[config.mk]
export PLATFORM = sky130hd
export DESIGN_NAME = obcg_cordic_cell
export DESIGN_NICKNAME = d
export VERILOG_FILES = /design/src/oriented_box_corner_generator_assert.svh /design/src/obcg_pkg.sv /design/src/obcg_cordic_cell.sv
export SDC_FILE = /design/constraint.sdc
export NUM_CORES = 1
export LEC_CHECK = 0
export ABC_CLOCK_PERIOD_IN_PS = 4650
export BUFFER_PORTS_ARGS = -buffer_cell sky130_fd_sc_hd__buf_4
export CORE_AREA = 2 2 304 306
export DETAILED_ROUTE_END_ITERATION = 8
export DIE_AREA = 0 0 306 308
export PLACE_DENSITY_LB_ADDON = 0.2
export REMOVE_ABC_BUFFERS = 1
export SLEW_MARGIN = 20
export SYNTH_ARGS = -nofsm -noshare
export SYNTH_HDL_FRONTEND = slang
export SYNTH_SLANG_ARGS = --single-unit
[constraint.sdc]
create_clock -name i_clk -period 4.65 [get_ports i_clk]
set_clock_uncertainty 0.15 [all_clocks]
set_input_delay 0.2325 -clock i_clk [delete_from_list [all_inputs] [get_ports i_clk]]
set_output_delay 0.2325 -clock i_clk [all_outputs]
set_load 0.01 [all_outputs]
[src/oriented_box_corner_generator_assert.svh]
// Assertion macros shared by the oriented box corner generator modules.
`ifndef ORIENTED_BOX_CORNER_GENERATOR_ASSERT_SVH
`define ORIENTED_BOX_CORNER_GENERATOR_ASSERT_SVH
`ifndef SYNTH
// Same-cycle implication, checked on i_clk, off during reset.
`define OBCG_ASSERT_IMP(lbl, ante, cons, msg) \
    lbl: assert property (@(posedge i_clk) disable iff (!i_rst_n) (ante) |-> (cons)) \
        else $error(msg);
// Next-cycle implication, checked on i_clk, off during reset.
`define OBCG_ASSERT_NXT(lbl, ante, cons, msg) \
    lbl: assert property (@(posedge i_clk) disable iff (!i_rst_n) (ante) |=> (cons)) \
        else $error(msg);
`else
`define OBCG_ASSERT_IMP(lbl, ante, cons, msg)
`define OBCG_ASSERT_NXT(lbl, ante, cons, msg)
`endif
`endif

[src/obcg_pkg.sv]
// Shared constants, tables and types of the oriented box corner generator.
package obcg_pkg;

    localparam int COORD_WIDTH_DEF = 32;
    localparam int ANGLE_WIDTH_DEF = 16;
    localparam int CORDIC_STEPS    = 30;
    localparam int Z_W             = 34;
    localparam int XY_W            = 32;

    localparam logic signed [XY_W-1:0] CORDIC_GAIN = 32'sd652032874;
    localparam logic signed [Z_W-1:0]  Q30_HALF_PI = 34'sd1686629713;
    localparam logic signed [Z_W-1:0]  Q30_PI      = 34'sd3373259426;

    // Arctangent of 2^-i in Q30 radians.
    localparam logic [31:0] ATAN_Q30 [CORDIC_STEPS] = '{
        32'd843314856, 32'd497837829, 32'd263043836, 32'd133525158, 32'd67021686,
        32'd33543515, 32'd16775850, 32'd8388437, 32'd4194282, 32'd2097149,
        32'd1048575, 32'd524287, 32'd262143, 32'd131071, 32'd65535,
        32'd32767, 32'd16383, 32'd8191, 32'd4095, 32'd2047,
        32'd1023, 32'd511, 32'd255, 32'd127, 32'd63,
        32'd31, 32'd15, 32'd8, 32'd4, 32'd2
    };

    // One CORDIC vector: cosine, sine and residual angle.
    typedef struct packed {
        logic [XY_W-1:0] x;
        logic [XY_W-1:0] y;
        logic [Z_W-1:0]  z;
    } t_cvec;

endpackage

[src/obcg_cordic_cell.sv]
// One CORDIC iteration for the three angles of a box, with the box data riding along.
module obcg_cordic_cell import obcg_pkg::*; #(
    parameter int STEP = 0,
    parameter int PW   = 96
) (
    input  logic          i_clk,
    input  logic          i_rst_n,
    input  logic          i_adv,
    input  logic          i_v,
    input  t_cvec [2:0]   i_vec,
    input  logic [PW-1:0] i_pay,
    output logic          o_v,
    output t_cvec [2:0]   o_vec,
    output logic [PW-1:0] o_pay
);

    localparam logic signed [Z_W-1:0] ATAN = $signed({2'b00, ATAN_Q30[STEP]});

    logic          r_v;
    t_cvec [2:0]   r_vec;
    logic [PW-1:0] r_pay;
    t_cvec [2:0]   n_vec;

    // Micro-rotation toward zero residual angle, old x and y on both sides.
    always_comb begin
        logic signed [XY_W-1:0] x;
        logic signed [XY_W-1:0] y;
        logic signed [Z_W-1:0]  z;
        for (int a = 0; a < 3; a++) begin
            x = $signed(i_vec[a].x);
            y = $signed(i_vec[a].y);
            z = $signed(i_vec[a].z);
            if (!z[Z_W-1]) begin
                n_vec[a].x = x - (y >>> STEP);
                n_vec[a].y = y + (x >>> STEP);
                n_vec[a].z = z - ATAN;
            end else begin
                n_vec[a].x = x + (y >>> STEP);
                n_vec[a].y = y - (x >>> STEP);
                n_vec[a].z = z + ATAN;
            end
        end
    end

    // Hand the vector to the next cell whenever the row advances.
    always_ff @(posedge i_clk) begin
        if (!i_rst_n) begin
            r_v <= 1'b0;
        end else if (i_adv) begin
            r_v <= i_v;
        end
        if (i_adv) begin
            r_vec <= n_vec;
            r_pay <= i_pay;
        end
    end

    assign o_v   = r_v;
    assign o_vec = r_vec;
    assign o_pay = r_pay;

endmodule

==> run summary <==
The flow ran to the end, and the final reports show no timing, DRC or antenna violations. Buffers inserted during clock tree synthesis total 49. The critical path endpoint category was a flop. The highest metal layer with signal wires is met5.

The run gives 0.05106 ns as the final hold slack. Setup slack on the worst reg-to-reg path comes out at 3.35 ns. The post-synthesis cell area came out at 32160 um^2. The number of hold buffers added after CTS is 212, and the max-slew headroom at the worst pin is 0.3032. The number of sinks handled by clock tree synthesis was 388; the pin count of the biggest net entering global routing was 96. After floorplanning, the core was sized to cover 90970 um^2.

The number of input and output port buffers inserted works out to 784. Fraction of the core area covered by cells at the end of the flow: 0.4737. The share of the clock period used by the worst path was 0.8520. Setup repair after global routing left no endpoint under its margin.

The maximum ir drop on the vdd rail is 312.6 uV. For the number of DRC markers in iteration 0, the log shows 2499. Final hold violation count: 0.

The cell with the most instances on the worst path is sky130_fd_sc_hd__buf_4. Category of the critical setup timing path: in -> reg. The minimum clock period is 3.962 ns. Detailed placement ended at an HPWL of 96580 um. The via density per instance was 5.381; the global-route usage over all layers was 0.2483. Data on the critical path is required at its endpoint by 4.87 ns. The number of setup buffers added after CTS is 0. Data arrives at the worst endpoint at 4.18 ns. The clock reaches the later pin of the worst-skew pair after 0.64 ns. Full die area: 94250 um^2. The number of buffers and inverters on the critical path is 5. The wire length after detailed routing came out at 122100 um. The run gives 20 as the initial antenna violation count.

The first global-routing pass estimated 181800 um of wire. The library cell used as clock root buffer is sky130_fd_sc_hd__clkbuf_16. The area added between synthesis and finish came out at 33.99%. The filler cells instantiated in the layout total 8798. Power spread over the standard cell area amounts to 314.0 nW/um^2. For the Yosys warning count, the log shows 0.

Family with the most delay on the worst path: buffers and inverters. The final net count came out at 5217. Summing all flip-flop and latch instances after layout gives 11640 um^2. The run gives 59410 um as the met2 routed wirelength. Post-CTS repair changed the size of 0 cells. For the final routed database, the setup TNS stands at 0 ns.

The H-tree generated during clock tree synthesis spans 2 levels. Counting flops and latches in the post-synthesis netlist gives 388. Across the run, the number of max-cap violations was 0. The floorplan has 111 rows.

The most common cell after layout, fill and taps aside was sky130_fd_sc_hd__buf_4. Setup violations remaining at the end of the flow were counted as 0. In the layout the commonest cells are 812 x sky130_fd_sc_hd__buf_4, 402 x sky130_fd_sc_hd__a21oi_1, 387 x sky130_fd_sc_hd__edfxtp_1. At the pin with the least slew margin, the transition time is 1.019 ns.

The vertical extent of the die came out at 308 um. Of all nets on the critical path, the largest fanout is 3. For the achievable clock frequency, the log shows 252.4 MHz. The count of nets left with antenna violations once routing finished came out at 0. The number of different library cells used by synthesis comes to 83. The via count of the first global-routing pass was 30.16k; the clock-pin slew on the worst setup and hold paths was 0.06 ns.

The tools report the sort of element at the start of the critical path as an input pin. The slowest stage of the critical path is the sky130_fd_sc_hd__dlygate4sd3_1 cell. TritonCTS built the clock tree. The DRC violation count after routing was 0; the synthesized area per cell was 9.173 um^2. In this run the worst hold path is classified as in -> reg. The synthesized design contains 387 enable-type register cells. Summing all multi-input logic gate instances after layout gives 18790 um^2. The total congestion overflow was 0; the length of the first detailed-routing pass in iterations was 6. Detailed routing inserted a total of 30.56k vias. The maximum single-stage delay on the critical path came out at 0.55 ns. The tools report the detailed-routed wire length on met3 as 9391 um.

No sink is reached through more buffers than the 3 on the longest clock path. Pin placement for this block handled 785 I/O pins. The most used flip-flop cell after synthesis was sky130_fd_sc_hd__edfxtp_1. Measured along the x axis, the die boundary spans 306 um.

The share of layout cells above drive strength 1 works out to 0.2085. Max-slew violation count: 0. In the final routed layout, each cell accounts on average for 21.50 um. Part of the Yosys area used for sequential elements: 0.3620. The signal on the critical path passes through dlygate4sd3_1 -> buf_4 -> ha_1 -> fa_1 -> nor2b_1 -> o21a_1 -> o21ai_0 -> buf_4 -> a2111oi_0 -> buf_4 -> nor3_1 -> o31ai_1 -> buf_4 -> a221oi_1 -> o221ai_1 -> xnor2_1. The starting density of the core was 0.3536; the post-synthesis cell count was 3506. The share of async-settable or async-resettable flops after synthesis was 0.

The routed metal-1 wirelength was 48440 um; the final weighted congestion in routability-driven placement was 0.9511. The run gives 18.95 nW as the static leakage.
[cell usage after synthesis, types with 18 or more instances]
cell | number | area share
sky130_fd_sc_hd__o211ai_1 | 21 | 0.0049
sky130_fd_sc_hd__a211oi_1 | 39 | 0.0091
sky130_fd_sc_hd__o21bai_1 | 70 | 0.016
sky130_fd_sc_hd__inv_1 | 295 | 0.034
sky130_fd_sc_hd__o31ai_1 | 28 | 0.0065
sky130_fd_sc_hd__nand2_1 | 162 | 0.019
sky130_fd_sc_hd__a21o_1 | 114 | 0.027
sky130_fd_sc_hd__a2111oi_0 | 18 | 0.0049
sky130_fd_sc_hd__a21oi_1 | 402 | 0.063
sky130_fd_sc_hd__o21ai_0 | 188 | 0.029
sky130_fd_sc_hd__nand3_1 | 44 | 0.0068
sky130_fd_sc_hd__a31oi_1 | 43 | 0.0084
sky130_fd_sc_hd__xnor2_1 | 205 | 0.056
sky130_fd_sc_hd__nor4_1 | 22 | 0.0043
sky130_fd_sc_hd__or3_1 | 24 | 0.0047
sky130_fd_sc_hd__xor2_1 | 55 | 0.015
sky130_fd_sc_hd__nand2b_1 | 40 | 0.0078
sky130_fd_sc_hd__ha_1 | 369 | 0.14
sky130_fd_sc_hd__clkbuf_1 | 117 | 0.014
sky130_fd_sc_hd__nor2_1 | 282 | 0.033
sky130_fd_sc_hd__o21a_1 | 41 | 0.0096
sky130_fd_sc_hd__nor3_1 | 72 | 0.011
sky130_fd_sc_hd__nand4_1 | 38 | 0.0074
sky130_fd_sc_hd__buf_1 | 20 | 0.0023
sky130_fd_sc_hd__nor2b_1 | 57 | 0.011
sky130_fd_sc_hd__mux2i_1 | 35 | 0.011
sky130_fd_sc_hd__edfxtp_1 | 387 | 0.36
sky130_fd_sc_hd__o21ai_1 | 35 | 0.0054
[per-layer routing]
| layer | up-vias | global-route usage |
|---|---|---|
| li1 | 14650 | - |
| met1 | 14400 | 0.2965 |
| met2 | 1254 | 0.4329 |
| met3 | 244 | 0.05717 |
| met4 | 14 | 0.09451 |
| met5 | - | 0 |
[logic make-up after synthesis]
family,count (synthesis),share of synthesized area
simple gates,827,0.1244
flops,388,0.3620
fa+ha+maj,381,0.1510
xor+xnor,260,0.07080
compound gates,1159,0.2271
mux,35,0.01089
buf+inv,456,0.05380
[final timing paths]
path             start         to  depth (start not counted)
min reg2reg        o_v        o_v                          3
max          i_vec[66]  o_vec[96]                         16
min          i_vec[17]  o_vec[17]                          4
max reg2reg        o_v        o_v                          3
[state kept, by name, summed over array words and instances, names as in the netlist]
name and flops:
o_v 1, o_pay 96, o_vec 291
[final cells by class]
cell class / instances / share of cell area
well taps: 1186 / 0.03444
multi-input cells: 2662 / 0.4360
flip-flops and latches: 388 / 0.2701
inverters: 312 / 0.02718
clock buffers: 58 / 0.02924
clock inverters: 31 / 0.009291
diodes: 13 / 0.0007549
repair buffers: 1029 / 0.1929
[worst reg2reg max path: cells and delay by family (launching register included)]
kind | cells | cell delay, ns
muxes | 1 | 0.12
DFF | 1 | 0.31
and+or+nand+nor | 1 | 0.06
buffers and inverters | 1 | 0.55
[per-stage QoR]
stage	power (W)	instances	cell area, um^2	worst slack (ns)
2_1_floorplan	0.007186	3362	31600	1.056
3_5_place_dp	0.009337	5365	39280	0.6213
6_report	0.01353	5679	43090	0.6880
5_1_grt	0.01420	5672	43080	0.6976
4_1_cts	0.01365	5666	43060	0.9224
3_3_place_gp	0.009347	5365	39280	0.6072
[power breakdown]
| group | internal [W] | switching (W) | leakage [nW] |
|---|---|---|---|
| Clock | 0.00235 | 0.00169 | 0.797 |
| Combinational | 0.00209 | 0.00270 | 14.4 |
| Sequential | 0.00452 | 0.000184 | 3.80 |
| Total | 0.00896 | 0.00458 | 19.0 |
Power figures use the tool's default switching activity.
